### src/hdl/jsu_pkg.sv
`timescale 1ns / 1ps
// Package for the JSON string unescaper: item types, status and format codes,
// character constants and the code point to output unit encoder. No dependencies.
package jsu_pkg;

   localparam int CpWidth = 21;

   typedef struct packed {
      logic       start_req;
      logic       end_of_input;
      logic [7:0] byte_req;
   } jsu_req_type;

   typedef struct packed {
      logic [CpWidth-1:0] code_unit;
      logic               has_unit;
      logic [2:0]         status;
      logic               last;
   } jsu_rsp_type;

   // status codes
   localparam logic [2:0] ST_RUNNING  = 3'd0;
   localparam logic [2:0] ST_CLOSED   = 3'd1;
   localparam logic [2:0] ST_CTRL     = 3'd2;
   localparam logic [2:0] ST_NO_QUOTE = 3'd3;
   localparam logic [2:0] ST_BAD_ESC  = 3'd4;
   localparam logic [2:0] ST_BAD_HEX  = 3'd5;

   // output format codes; the unused code behaves as UTF-32
   localparam logic [1:0] FMT_UTF8   = 2'd0;
   localparam logic [1:0] FMT_UTF16  = 2'd1;
   localparam logic [1:0] FMT_UTF32  = 2'd2;
   localparam logic [1:0] FMT_RESET  = FMT_UTF16;

   localparam int MaxResults = 6;

   // characters
   localparam logic [7:0] CH_QUOTE  = 8'h22;
   localparam logic [7:0] CH_BSLASH = 8'h5C;
   localparam logic [7:0] CH_SLASH  = 8'h2F;
   localparam logic [7:0] CH_DEL    = 8'h7F;
   localparam logic [7:0] CH_SPACE  = 8'h20;
   localparam logic [7:0] CH_B      = 8'h62;
   localparam logic [7:0] CH_F      = 8'h66;
   localparam logic [7:0] CH_N      = 8'h6E;
   localparam logic [7:0] CH_R      = 8'h72;
   localparam logic [7:0] CH_T      = 8'h74;
   localparam logic [7:0] CH_U      = 8'h75;

   // surrogate ranges
   localparam logic [15:0] HIGH_SURR_LO = 16'hD800;
   localparam logic [15:0] HIGH_SURR_HI = 16'hDBFF;
   localparam logic [15:0] LOW_SURR_LO  = 16'hDC00;
   localparam logic [15:0] LOW_SURR_HI  = 16'hDFFF;
   localparam logic [5:0]  HIGH_SURR_TAG = 6'b110110;
   localparam logic [CpWidth-1:0] SUPP_BASE = 21'h10000;

   typedef struct packed {
      logic [3:0][CpWidth-1:0] unit;
      logic [2:0]              count;
   } jsu_enc_type;

   // Encode one code point; raw bytes pass through as one unit of their value.
   function automatic jsu_enc_type jsu_encode(input logic [CpWidth-1:0] cp,
                                              input logic raw,
                                              input logic [1:0] fmt);
      jsu_enc_type        enc;
      logic [CpWidth-1:0] v;
      enc = '0;
      v   = cp - SUPP_BASE;
      enc.unit[0] = cp;
      enc.count   = 3'd1;
      if (!raw && fmt == FMT_UTF8) begin
         if (cp <= 21'h7F) begin
            enc.unit[0] = cp;
         end else if (cp <= 21'h7FF) begin
            enc.unit[0] = {13'd0, 3'b110, cp[10:6]};
            enc.unit[1] = {13'd0, 2'b10, cp[5:0]};
            enc.count   = 3'd2;
         end else if (cp <= 21'hFFFF) begin
            enc.unit[0] = {13'd0, 4'b1110, cp[15:12]};
            enc.unit[1] = {13'd0, 2'b10, cp[11:6]};
            enc.unit[2] = {13'd0, 2'b10, cp[5:0]};
            enc.count   = 3'd3;
         end else begin
            enc.unit[0] = {13'd0, 5'b11110, cp[20:18]};
            enc.unit[1] = {13'd0, 2'b10, cp[17:12]};
            enc.unit[2] = {13'd0, 2'b10, cp[11:6]};
            enc.unit[3] = {13'd0, 2'b10, cp[5:0]};
            enc.count   = 3'd4;
         end
      end else if (!raw && fmt == FMT_UTF16 && cp >= SUPP_BASE) begin
         enc.unit[0] = {5'd0, HIGH_SURR_LO + {6'd0, v[19:10]}};
         enc.unit[1] = {5'd0, LOW_SURR_LO + {6'd0, v[9:0]}};
         enc.count   = 3'd2;
      end
      return enc;
   endfunction

endpackage

### src/hdl/json_string_unescaper.sv
`timescale 1ns / 1ps
// JSON string unescaper: byte in, UTF-8 / UTF-16 / UTF-32 units out.
// Latency: the first result of an item is shown the cycle after it is accepted.
// Throughput: one byte per cycle while each byte yields at most one result and
// the result side does not stall; a byte that yields more than one result (up to
// six) holds the input stalled until its results drain. The next byte is taken as
// the last result leaves. Synchronous active-high reset: format UTF-16, decoder cleared.
module json_string_unescaper (
   input  logic                 clock,
   input  logic                 reset,
   input  logic                 req_valid,
   output logic                 req_stall,
   input  jsu_pkg::jsu_req_type req_payload,
   output logic                 rsp_valid,
   input  logic                 rsp_stall,
   output jsu_pkg::jsu_rsp_type rsp_payload,
   input  logic                 csr_wr_en,
   input  logic [1:0]           csr_wr_data
);
   import jsu_pkg::*;

   typedef enum logic [2:0] {
      PH_TEXT, PH_ESC, PH_HEX, PH_LOOK_BS, PH_LOOK_U
   } phase_type;

   phase_type   phase_ff, phase_in, ph_cur;
   logic [11:0] hex_ff, hex_in, hex_cur;
   logic [1:0]  hcnt_ff, hcnt_in, hcnt_cur;
   logic [9:0]  held_ff, held_in, held_cur;
   logic        second_ff, second_in, second_cur;
   logic        stopped_ff, stopped_in, stopped_cur;
   logic [1:0]  fmt_ff;

   jsu_rsp_type [MaxResults-1:0] buf_ff, buf_in;
   logic [2:0]  cnt_ff;

   logic        req_acc, rsp_acc;
   logic [7:0]  b;
   logic        eoi;

   // text and escape byte classification
   logic        t_close, t_ctrl, t_bs;
   logic        e_ok, e_u;
   logic [7:0]  e_val;
   logic        h_ok;
   logic [3:0]  h_dig;
   logic [15:0] num;
   logic        num_high, num_low;

   logic              cp0_v, cp1_v, cp1_raw;
   logic [CpWidth-1:0] cp0, cp1;
   logic [2:0]        st;
   jsu_enc_type       enc0, enc1;
   logic [2:0]        n0, n1;
   logic [3:0]        ntot;
   logic [2:0]        nres;
   logic [3:0]        k;

   assign b   = req_payload.byte_req;
   assign eoi = req_payload.end_of_input;

   assign rsp_valid   = cnt_ff != 3'd0;
   assign rsp_payload = buf_ff[0];
   assign req_stall   = (cnt_ff > 3'd1) || (cnt_ff == 3'd1 && rsp_stall);
   assign req_acc     = req_valid && !req_stall;
   assign rsp_acc     = rsp_valid && !rsp_stall;

   assign t_close = b == CH_QUOTE;
   assign t_ctrl  = b < CH_SPACE || b == CH_DEL;
   assign t_bs    = b == CH_BSLASH;

   always_comb begin
      e_ok  = 1'b1;
      e_u   = 1'b0;
      e_val = b;
      unique case (b) inside
         CH_QUOTE, CH_BSLASH, CH_SLASH: e_val = b;
         CH_B: e_val = 8'h08;
         CH_F: e_val = 8'h0C;
         CH_N: e_val = 8'h0A;
         CH_R: e_val = 8'h0D;
         CH_T: e_val = 8'h09;
         CH_U: begin
            e_ok = 1'b0;
            e_u  = 1'b1;
         end
         default: e_ok = 1'b0;
      endcase
   end

   always_comb begin
      h_ok  = 1'b1;
      h_dig = 4'd0;
      if (b >= 8'h30 && b <= 8'h39) begin
         h_dig = 4'(b - 8'h30);
      end else if (b >= 8'h61 && b <= 8'h66) begin
         h_dig = 4'(b - 8'h57);
      end else if (b >= 8'h41 && b <= 8'h46) begin
         h_dig = 4'(b - 8'h37);
      end else begin
         h_ok = 1'b0;
      end
   end

   always_comb begin
      // start clears the decoder before this byte is handled
      ph_cur      = req_payload.start_req ? PH_TEXT : phase_ff;
      hex_cur     = req_payload.start_req ? 12'd0 : hex_ff;
      hcnt_cur    = req_payload.start_req ? 2'd0 : hcnt_ff;
      held_cur    = req_payload.start_req ? 10'd0 : held_ff;
      second_cur  = req_payload.start_req ? 1'b0 : second_ff;
      stopped_cur = req_payload.start_req ? 1'b0 : stopped_ff;
   end

   assign num      = {hex_cur, h_dig};
   assign num_high = num >= HIGH_SURR_LO && num <= HIGH_SURR_HI;
   assign num_low  = num >= LOW_SURR_LO && num <= LOW_SURR_HI;

   always_comb begin
      phase_in   = ph_cur;
      hex_in     = hex_cur;
      hcnt_in    = hcnt_cur;
      held_in    = held_cur;
      second_in  = second_cur;
      stopped_in = stopped_cur;
      cp0_v      = 1'b0;
      cp0        = {5'd0, HIGH_SURR_TAG, held_cur};
      cp1_v      = 1'b0;
      cp1_raw    = 1'b0;
      cp1        = 21'(b);
      st         = ST_RUNNING;
      if (!stopped_cur) begin
         unique case (ph_cur) inside
            PH_TEXT, PH_LOOK_BS: begin
               if (ph_cur == PH_LOOK_BS && !eoi && t_bs) begin
                  phase_in = PH_LOOK_U;
               end else begin
                  phase_in = PH_TEXT;
                  if (ph_cur == PH_LOOK_BS) begin
                     cp0_v   = 1'b1;
                     held_in = 10'd0;
                  end
                  if (eoi) st = ST_NO_QUOTE;
                  else if (t_close) st = ST_CLOSED;
                  else if (t_ctrl) st = ST_CTRL;
                  else if (t_bs) phase_in = PH_ESC;
                  else begin
                     cp1_v   = 1'b1;
                     cp1_raw = b[7];
                  end
               end
            end
            PH_ESC, PH_LOOK_U: begin
               if (ph_cur == PH_LOOK_U && !eoi && b == CH_U) begin
                  phase_in  = PH_HEX;
                  hex_in    = 12'd0;
                  hcnt_in   = 2'd0;
                  second_in = 1'b1;
               end else begin
                  phase_in = PH_TEXT;
                  if (ph_cur == PH_LOOK_U) begin
                     cp0_v   = 1'b1;
                     held_in = 10'd0;
                  end
                  if (eoi) st = ST_BAD_ESC;
                  else if (e_u) begin
                     phase_in  = PH_HEX;
                     hex_in    = 12'd0;
                     hcnt_in   = 2'd0;
                     second_in = 1'b0;
                  end else if (e_ok) begin
                     cp1_v = 1'b1;
                     cp1   = 21'(e_val);
                  end else st = ST_BAD_ESC;
               end
            end
            PH_HEX: begin
               if (eoi || !h_ok) begin
                  st = ST_BAD_HEX;
               end else if (hcnt_cur != 2'd3) begin
                  hex_in  = num[11:0];
                  hcnt_in = hcnt_cur + 2'd1;
               end else begin
                  hex_in   = 12'd0;
                  hcnt_in  = 2'd0;
                  phase_in = PH_TEXT;
                  cp1      = {5'd0, num};
                  if (!second_cur) begin
                     if (num_high) begin
                        held_in  = num[9:0];
                        phase_in = PH_LOOK_BS;
                     end else begin
                        cp1_v = 1'b1;
                     end
                  end else begin
                     second_in = 1'b0;
                     held_in   = 10'd0;
                     cp1_v     = 1'b1;
                     if (num_low) begin
                        cp1 = SUPP_BASE + {1'b0, held_cur, num[9:0]};
                     end else begin
                        cp0_v = 1'b1;
                     end
                  end
               end
            end
            default: phase_in = PH_TEXT;
         endcase
         if (st != ST_RUNNING) begin
            stopped_in = 1'b1;
            phase_in   = PH_TEXT;
         end
      end
   end

   // lay out the item's results: units of cp0, units of cp1, then status
   always_comb begin
      enc0 = jsu_encode(cp0, 1'b0, fmt_ff);
      enc1 = jsu_encode(cp1, cp1_raw, fmt_ff);
      n0   = cp0_v ? enc0.count : 3'd0;
      n1   = cp1_v ? enc1.count : 3'd0;
      ntot = {1'b0, n0} + {1'b0, n1} + {3'd0, st != ST_RUNNING};
      nres = (ntot > 4'(MaxResults)) ? 3'(MaxResults) : ntot[2:0];
      k    = 4'd0;
      for (int i = 0; i < MaxResults; i++) begin
         buf_in[i] = '0;
         k = 4'(i) - {1'b0, n0};
         if (4'(i) < {1'b0, n0}) begin
            buf_in[i].code_unit = enc0.unit[i[1:0]];
            buf_in[i].has_unit  = 1'b1;
         end else if (4'(i) < {1'b0, n0} + {1'b0, n1}) begin
            buf_in[i].code_unit = enc1.unit[k[1:0]];
            buf_in[i].has_unit  = 1'b1;
         end else begin
            buf_in[i].status = st;
         end
         buf_in[i].last = (4'(i) + 4'd1) == {1'b0, nres};
      end
   end

   always_ff @(posedge clock) begin
      if (reset) begin
         phase_ff   <= PH_TEXT;
         hex_ff     <= '0;
         hcnt_ff    <= '0;
         held_ff    <= '0;
         second_ff  <= 1'b0;
         stopped_ff <= 1'b0;
         fmt_ff     <= FMT_RESET;
         cnt_ff     <= '0;
      end else begin
         if (csr_wr_en) fmt_ff <= csr_wr_data;
         if (req_acc) begin
            phase_ff   <= phase_in;
            hex_ff     <= hex_in;
            hcnt_ff    <= hcnt_in;
            held_ff    <= held_in;
            second_ff  <= second_in;
            stopped_ff <= stopped_in;
            cnt_ff     <= nres;
         end else if (rsp_acc) begin
            cnt_ff <= cnt_ff - 3'd1;
         end
      end
      // result buffer payload
      if (req_acc) begin
         buf_ff <= buf_in;
      end else if (rsp_acc) begin
         for (int i = 0; i < MaxResults - 1; i++) buf_ff[i] <= buf_ff[i+1];
      end
   end

   a_cnt_range: assert property (@(posedge clock) disable iff (reset)
      cnt_ff <= 3'(MaxResults))
      else $error("result count out of range");
   a_last_single: assert property (@(posedge clock) disable iff (reset)
      cnt_ff == 3'd1 |-> buf_ff[0].last)
      else $error("final buffered result lacks last");
   a_last_early: assert property (@(posedge clock) disable iff (reset)
      cnt_ff > 3'd1 |-> !buf_ff[0].last)
      else $error("last shown before item's final result");
   a_stopped_quiet: assert property (@(posedge clock) disable iff (reset)
      req_acc && stopped_ff && !req_payload.start_req |=> cnt_ff == 3'd0)
      else $error("results produced after stop");
   a_status_only: assert property (@(posedge clock) disable iff (reset)
      rsp_valid && !rsp_payload.has_unit |-> rsp_payload.status != ST_RUNNING)
      else $error("empty result without status");

endmodule
### config.mk
export PLATFORM = sky130hd
export DESIGN_NAME = json_string_unescaper
export DESIGN_NICKNAME = d
export VERILOG_FILES = /design/src/hdl/jsu_pkg.sv /design/src/hdl/json_string_unescaper.sv
export SDC_FILE = /design/constraint.sdc
export NUM_CORES = 1
export LEC_CHECK = 0
export BUFFER_PORTS_ARGS = -buffer_cell sky130_fd_sc_hd__buf_2
export CORE_UTILIZATION = 49
export CTS_BUF_LIST = sky130_fd_sc_hd__clkbuf_16
export CTS_CLUSTER_DIAMETER = 100
export DETAILED_ROUTE_END_ITERATION = 10
export PLACE_DENSITY = 0.66
export SLEW_MARGIN = 20
export SYNTH_ARGS = -nofsm -noshare
export SYNTH_HDL_FRONTEND = slang
export SYNTH_SLANG_ARGS = --single-unit
### constraint.sdc
create_clock -name clock -period 22.7 [get_ports clock]
set_clock_uncertainty 0.15 [all_clocks]
set_input_delay 3.405 -clock clock [delete_from_list [all_inputs] [get_ports clock]]
set_output_delay 3.405 -clock clock [all_outputs]
set_load 0.005 [all_outputs]
* Word-level counts from Yosys, hierarchy flattened
Index checks and enable logic that the tools add are counted.
** Word-level totals
- Register bits after elaboration :: 190
- Output and inout bits :: 28
- Word-level logic and storage cells :: 329
- Input port bits :: 17
** Operators by class
- Add/sub/neg operators :: 20
- Equality and inequality tests :: 23
- Reduce and logical (&&, ||, !) cells :: 34
- Muxes and demuxes :: 181
- $lt $le $gt $ge :: 39
** Operator list (number)
- 2-to-1 mux 21 bit :: 13
- 2-to-1 mux 22 bit :: 12
- 2-to-1 mux 130 bit :: 2
- binary-select mux 21 bit (select 2 bit) :: 6
- 2-to-1 mux 66 bit :: 3
- 2-to-1 mux 45 bit :: 4
- 2-to-1 mux 63 bit :: 2
- 2-to-1 mux 51 bit :: 2
- 2-to-1 mux 10 bit :: 10
- 2-to-1 mux 3 bit :: 31
- 2-to-1 mux 12 bit :: 7
- 2-to-1 mux 42 bit :: 2
- 2-to-1 mux 40 bit :: 2
- adder 15 x 11 -> 16 bit (first input constant) :: 4
- == test 8 x 7 -> 1 bit (second input constant) :: 8
- 2-to-1 mux 29 bit :: 2
- 2-to-1 mux 1 bit :: 49
- <= comparator 16 bit (second input constant) :: 3
- 2-to-1 mux 8 bit :: 6
- case mux 21 bit (2 select lines) :: 1
- case mux 8 bit (5 select lines) :: 1
- greater-or-equal comparator 16 bit (second input constant) :: 2
- 2-to-1 mux 2 bit :: 15
- case mux 10 bit (3 select lines) :: 1
- 56 further kinds :: 109

* Longest topological paths before layout
- Depth after elaboration :: 25
- Mapped depth :: 32

* Least setup slack after synthesis
OpenSTA, ideal clock, no wires.
- Path type :: input-to-reg
- Start point :: in req_payload[9] (netlist name)
- End point :: reg buf_ff[104] (netlist name) (data pin)
- Slack :: 13.207 ns
- Cell stages on the path :: 31
- Arrival :: 9.173 ns
- Buffers on the path :: 5
- Data required time :: 22.381 ns
- Cells stage by stage :: clkbuf_1 -> clkbuf_1 -> clkbuf_1 -> clkbuf_1 -> nor2b_1 -> ha_1 -> nand2b_1 -> nor3_2 -> o21ai_0 -> nor2_1 -> nand2_1 -> ha_1 -> nor3b_1 -> nand4_1 -> or4_1 -> nor4_1 -> o21ai_0 -> buf_2 -> nand2_1 -> a21oi_1 -> ha_1 -> inv_1 -> fa_1 -> inv_1 -> nand2_1 -> a21oi_1 -> a21oi_1 -> o211a_1 -> nor3_1 -> nand2b_1 -> o31ai_1
** On the way
- Word-level cells in the longest chain between the ends :: 21
- Elaborated cells between the ends (all ways) :: 93
- Those cells by class :: add/sub (3); order compare (13); eq/ne (6); mux (56); reduce/logical (15)
** RTL lines
- start: declaration :: line json_string_unescaper.sv:13 : input jsu_pkg::jsu_req_type req_payload,
- 2-to-1 mux 12 bit :: line json_string_unescaper.sv:108 : hex_cur = req_payload.start_req ? 12'd0 : hex_ff;
- greater-or-equal comparator 16 bit or <= comparator 16 bit (tied branches) :: line json_string_unescaper.sv:117 : assign num_low = num >= LOW_SURR_LO && num <= LOW_SURR_HI;
- logical AND 1 bit :: line json_string_unescaper.sv:117
- 2-to-1 mux 21 bit :: line json_string_unescaper.sv:199 : if (num_low) begin
- 2-to-1 mux 21 bit :: line json_string_unescaper.sv:188 : if (!second_cur) begin
- 2-to-1 mux 21 bit :: line json_string_unescaper.sv:180 : end else if (hcnt_cur != 2'd3) begin
- 2-to-1 mux 21 bit :: line json_string_unescaper.sv:178 : if (eoi || !h_ok) begin
- case mux 21 bit (2 select lines) :: line json_string_unescaper.sv:133 : unique case (ph_cur) inside
- [5 not listed]
- 2-to-1 mux 45 bit :: line jsu_pkg.sv:73 : if (!raw && fmt == FMT_UTF8) begin
- 2-to-1 mux 3 bit :: line json_string_unescaper.sv:221 : n1 = cp1_v ? enc1.count : 3'd0;
- adder 3 x 3 -> 4 bit :: line json_string_unescaper.sv:222 : ntot = {1'b0, n0} + {1'b0, n1} + {3'd0, st != ST_RUNNING};
- adder 4 x 1 -> 4 bit (*) :: line json_string_unescaper.sv:222
- > comparator 4 x 3 -> 1 bit :: line json_string_unescaper.sv:223 : nres = (ntot > 4'(MaxResults)) ? 3'(MaxResults) : ntot[2:0];
- 2-to-1 mux 3 bit (*) :: line json_string_unescaper.sv:223
- == test 3 bit (*) :: line json_string_unescaper.sv:237 : buf_in[i].last = (4'(i) + 4'd1) == {1'b0, nres};
- 2-to-1 mux 130 bit (*) :: line json_string_unescaper.sv:266 : if (req_acc) begin
- end signal: assignment :: line json_string_unescaper.sv:267 : buf_ff <= buf_in;
- end: declaration :: line json_string_unescaper.sv:34 : jsu_rsp_type [MaxResults-1:0] buf_ff, buf_in;
Mark *: on every way between the ends. The rest lies on a longest branch, timed or not. The select of a mux whose other input is x is not followed.
A chain may end at the register's enable or synchronous reset.

* Worst setup path in the final report
- Start point :: in req_payload[9] (netlist name)
- End point :: reg buf_ff[122] (netlist name) (data pin)
** On the way
- Word-level cells in the longest chain between the ends :: 20
- Elaborated cells between the ends (all ways) :: 99
- Those cells by class :: add/sub (8); order compare (14); eq/ne (5); mux (58); reduce/logical (14)
** RTL lines
- 2-to-1 mux 12 bit :: line json_string_unescaper.sv:108
- greater-or-equal comparator 16 bit or <= comparator 16 bit (tied branches) :: line json_string_unescaper.sv:117
- logical AND 1 bit :: line json_string_unescaper.sv:117
- 2-to-1 mux 21 bit :: line json_string_unescaper.sv:199
- 2-to-1 mux 21 bit :: line json_string_unescaper.sv:188
- 2-to-1 mux 21 bit :: line json_string_unescaper.sv:180
- 2-to-1 mux 21 bit :: line json_string_unescaper.sv:178
- case mux 21 bit (2 select lines) :: line json_string_unescaper.sv:133
- [4 not listed]
- 2-to-1 mux 3 bit :: line jsu_pkg.sv:74 : if (cp <= 21'h7F) begin
- 2-to-1 mux 45 bit :: line jsu_pkg.sv:73
- 2-to-1 mux 3 bit :: line json_string_unescaper.sv:221
- adder 3 x 3 -> 4 bit :: line json_string_unescaper.sv:231 : end else if (4'(i) < {1'b0, n0} + {1'b0, n1}) begin
- < comparator 3 x 4 -> 1 bit :: line json_string_unescaper.sv:231
- 2-to-1 mux 22 bit :: line json_string_unescaper.sv:231
- 2-to-1 mux 22 bit (*) :: line json_string_unescaper.sv:228 : if (4'(i) < {1'b0, n0}) begin
- 2-to-1 mux 130 bit (*) :: line json_string_unescaper.sv:266
Marks and branches as above.

==> reports/results.ini <==
[run_status]
status=finished, final reports clean

[route]
vias=10571
drtIter0Drc=1157
ant_nets=0
via_per_inst=6.48
wl_per_cell_um=23.7
first_pass_iters=6
drc=0
wl_um=38700

[clocking]
numCtsBuffers=17
cts_hold_buffers=0
clock_latency_ns=0.44
root_buffer=clkbuf_16
postCtsSetupBuffers=0
cts.sinks=190
clockBufferDepth=2
path_clk_slew_ns=0.08
cts_tree=yes
htreeDepth=4
cts_resized=0

[layout]
drive_gt1_frac=0.0991
area_growth_pct=7.59
nFillCells=2182
fin_nets=1333

[synth]
ys_warn_count=0
syn_area_um2=11800
synth_edf_count=156
yosysUniqueCellTypes=94
synth_ff_type=edfxtp_1
synth_cells=1317
synthArstFlopShare=0
ys_ff_latch=190
yosysSeqAreaShare=0.455
syn_avg_cell_area_um2=8.96

[sta]
worst_pin_slew_ns=1.13
fmax_ghz=0.0976
period_needed_ns=10.25
hold_viol=0
period_share=0.451
rsz0062_at_grt=no
setup_viol=0
relSlewSlack=0.247
whs_ns=0.343
fin_tns_setup_ns=0
drv_slew=0

[hold_path]
hold_end=hcnt_ff[1]
hold_depth=2
hold_path.class=flip-flop to flip-flop
min_from=hcnt_ff[1]

[global_route]
grt_usage=0.321
overflow=0
grt_pass1_wl_um=59100
grt_max_degree=102
antenna_found_initial=0
grt_pass1_vias=9892

[run]
cap_viol_max_count=0

[worst_setup_path]
rr_startpoint=phase_ff[1]
start_kind=input port
timing.rr.end=buf_ff[122]
crit_path_max_fanout=42
worstSetupPathType=input port to flip-flop
regToRegSetupSlack_ns=15.25
worstPathRequired_ns=22.82
crit_path_end_kind=flip-flop
worstPathArrival_ns=10.37
reg2reg_depth=26

[floorplanning]
die_x_um=157
initial_core_util=0.501
io_pins=45
fp.coreArea_um2=23500
fp.dieH_um=157
die_area_um2=24700
rows=56

[power]
powerDensity_nw_per_um2=107
power_leakage_nw=4.53
ir_drop_mv=0.0660

[placed_design]
gp_congestion=0.978
place.port_buffers=44
hpwlAfterDp_um=28000

synth_stat cells, drive strengths merged, types with 8 or more instances:
cell type	instances	share of area
nand2	190	0.060
edfxtp	156	0.40
nor2	151	0.049
o21ai	126	0.054
a21oi	86	0.037
clkbuf	61	0.019
buf	40	0.023
and2	37	0.020
dfxtp	34	0.058
nor3	31	0.014
inv	26	0.0083
nand3	26	0.011
a22oi	24	0.015
a31oi	18	0.0095
nor2b	17	0.0090
ha	16	0.017
o31ai	16	0.010
o211ai	13	0.0083
a211oi	12	0.0087
mux2i	12	0.010
nor4	12	0.0089
o22ai	12	0.0064
a22o	11	0.0082
nand2b	11	0.0058
a21o	9	0.0057
a32oi	9	0.0083
and3	9	0.0048
or2	9	0.0048
nand4	8	0.0042
o31a	8	0.0059
metrics by stage:
| step | area (um2) | setup slack [ns] | total power (W) | util | std cells |
|---|---|---|---|---|---|
| CTS | 12700 | 12.61 | 0.00137 | 0.539 | 1631 |
| global placement | 12100 | 12.46 | 0.00104 | 0.513 | 1599 |
| global route | 12700 | 11.85 | 0.00144 | 0.539 | 1631 |
| finish | 12700 | 12.45 | 0.00136 | 0.539 | 1632 |
| floorplan | 11800 | 13.21 | 0.000953 | - | 1321 |
| detailed placement | 12100 | 12.21 | 0.00105 | 0.513 | 1599 |
registers in the layout, indices dropped and copies added, names as in the netlist:
signal / count
buf_ff: 130
held_ff: 10
hcnt_ff: 2
phase_ff: 3
stopped_ff: 1
second_ff: 1
rsp_payload: 26
cnt_ff: 3
fmt_ff: 2
hex_ff: 12
metal layers:
layer,share of wire,wire length (um),track usage,vias up
li1,-,-,-,4850
met4,0.046,1790,0.161,0
met3,0.079,3060,0.0622,96
met5,0,0,0,-
met2,0.45,17400,0.495,565
met1,0.43,16500,0.431,5060
cell type report:
cell class | instances | area [um2] | share of cell area
clock buffer | 17 | 425 | 0.0335
timing repair buffer | 60 | 340 | 0.0268
antenna | 1 | 2.50 | 0.000197
clock inverter | 15 | 201 | 0.0159
multi-input combinational | 1003 | 5860 | 0.462
inverter | 27 | 101 | 0.00798
sequential | 190 | 5370 | 0.423
tap | 319 | 399 | 0.0314
how the worst max path moves through the flow:
| stage | start | to | cells after the start |
|---|---|---|---|
| 3_3_place_gp | req_payload[0] | buf_ff[122] | 28 |
| 4_1_cts | req_payload[9] | buf_ff[122] | 27 |
| 6_report | req_payload[9] | buf_ff[122] | 27 |
| 5_1_grt | req_payload[0] | buf_ff[122] | 28 |
| 3_5_place_dp | req_payload[9] | buf_ff[122] | 27 |
| 2_1_floorplan | req_payload[9] | buf_ff[104] | 31 |
critical path, cell delays in order:
cell and delay, ns:
buf_2 0.33, or4b_1 0.74, nor3_2 0.25, o21ai_0 0.33
nor2_1 0.51, nand2_1 0.33, inv_1 0.15, ha_1 0.20
nor3b_1 0.22, nand4_1 0.11, or4_1 0.51, nor4_1 0.31
o21ai_0 0.12, buf_4 0.24, nand2_1 0.10, a21oi_1 0.07
ha_1 0.25, inv_1 0.08, fa_1 0.47, inv_1 0.19
nor2_1 0.11, o21ai_0 0.16, nand3_1 0.11, a21oi_1 0.41
buf_4 0.25, nand2_1 0.14, o31ai_1 0.25
placed cells by master, fill, tap and decap left out, drive strengths merged, types with 8 or more instances in the layout:
master,netlist,layout
nor2,151,151
and2,37,37
a21o,9,9
edfxtp,156,156
clkbuf,61,17
mux2i,12,12
o211ai,13,13
a31oi,18,18
o21ai,126,126
nand4,8,8
or2,9,9
nand2b,11,11
a22o,11,11
a22oi,24,24
dfxtp,34,34
nor3,31,31
a211oi,12,12
nor2b,17,17
o31a,8,8
nand2,190,190
nand3,26,26
ha,16,16
buf,40,60
a21oi,86,86
nor4,12,12
a32oi,9,9
inv,26,36
o31ai,16,16
and3,9,9
o22ai,12,12
report_power, final:
part           total (W)  internal (W)  switching, W  leakage (nW)
combinational   0.000392      0.000122      0.000271          2.42
sequential      0.000649      0.000609     0.0000399          1.81
clock           0.000323      0.000154      0.000169         0.300
kinds of logic after synthesis:
logic type                 after synthesis  synth area share
AOI/OAI and AO/OA                      414             0.230
xor gates and xnor gates                10           0.00859
muxes                                   19            0.0178
other                                    1          0.000318
and+or+nand+nor                        537             0.218
buffers and inverters                  128            0.0508
DFF                                    190             0.455
adders and majority gates               18            0.0195
Power figures use the tool's default switching activity.
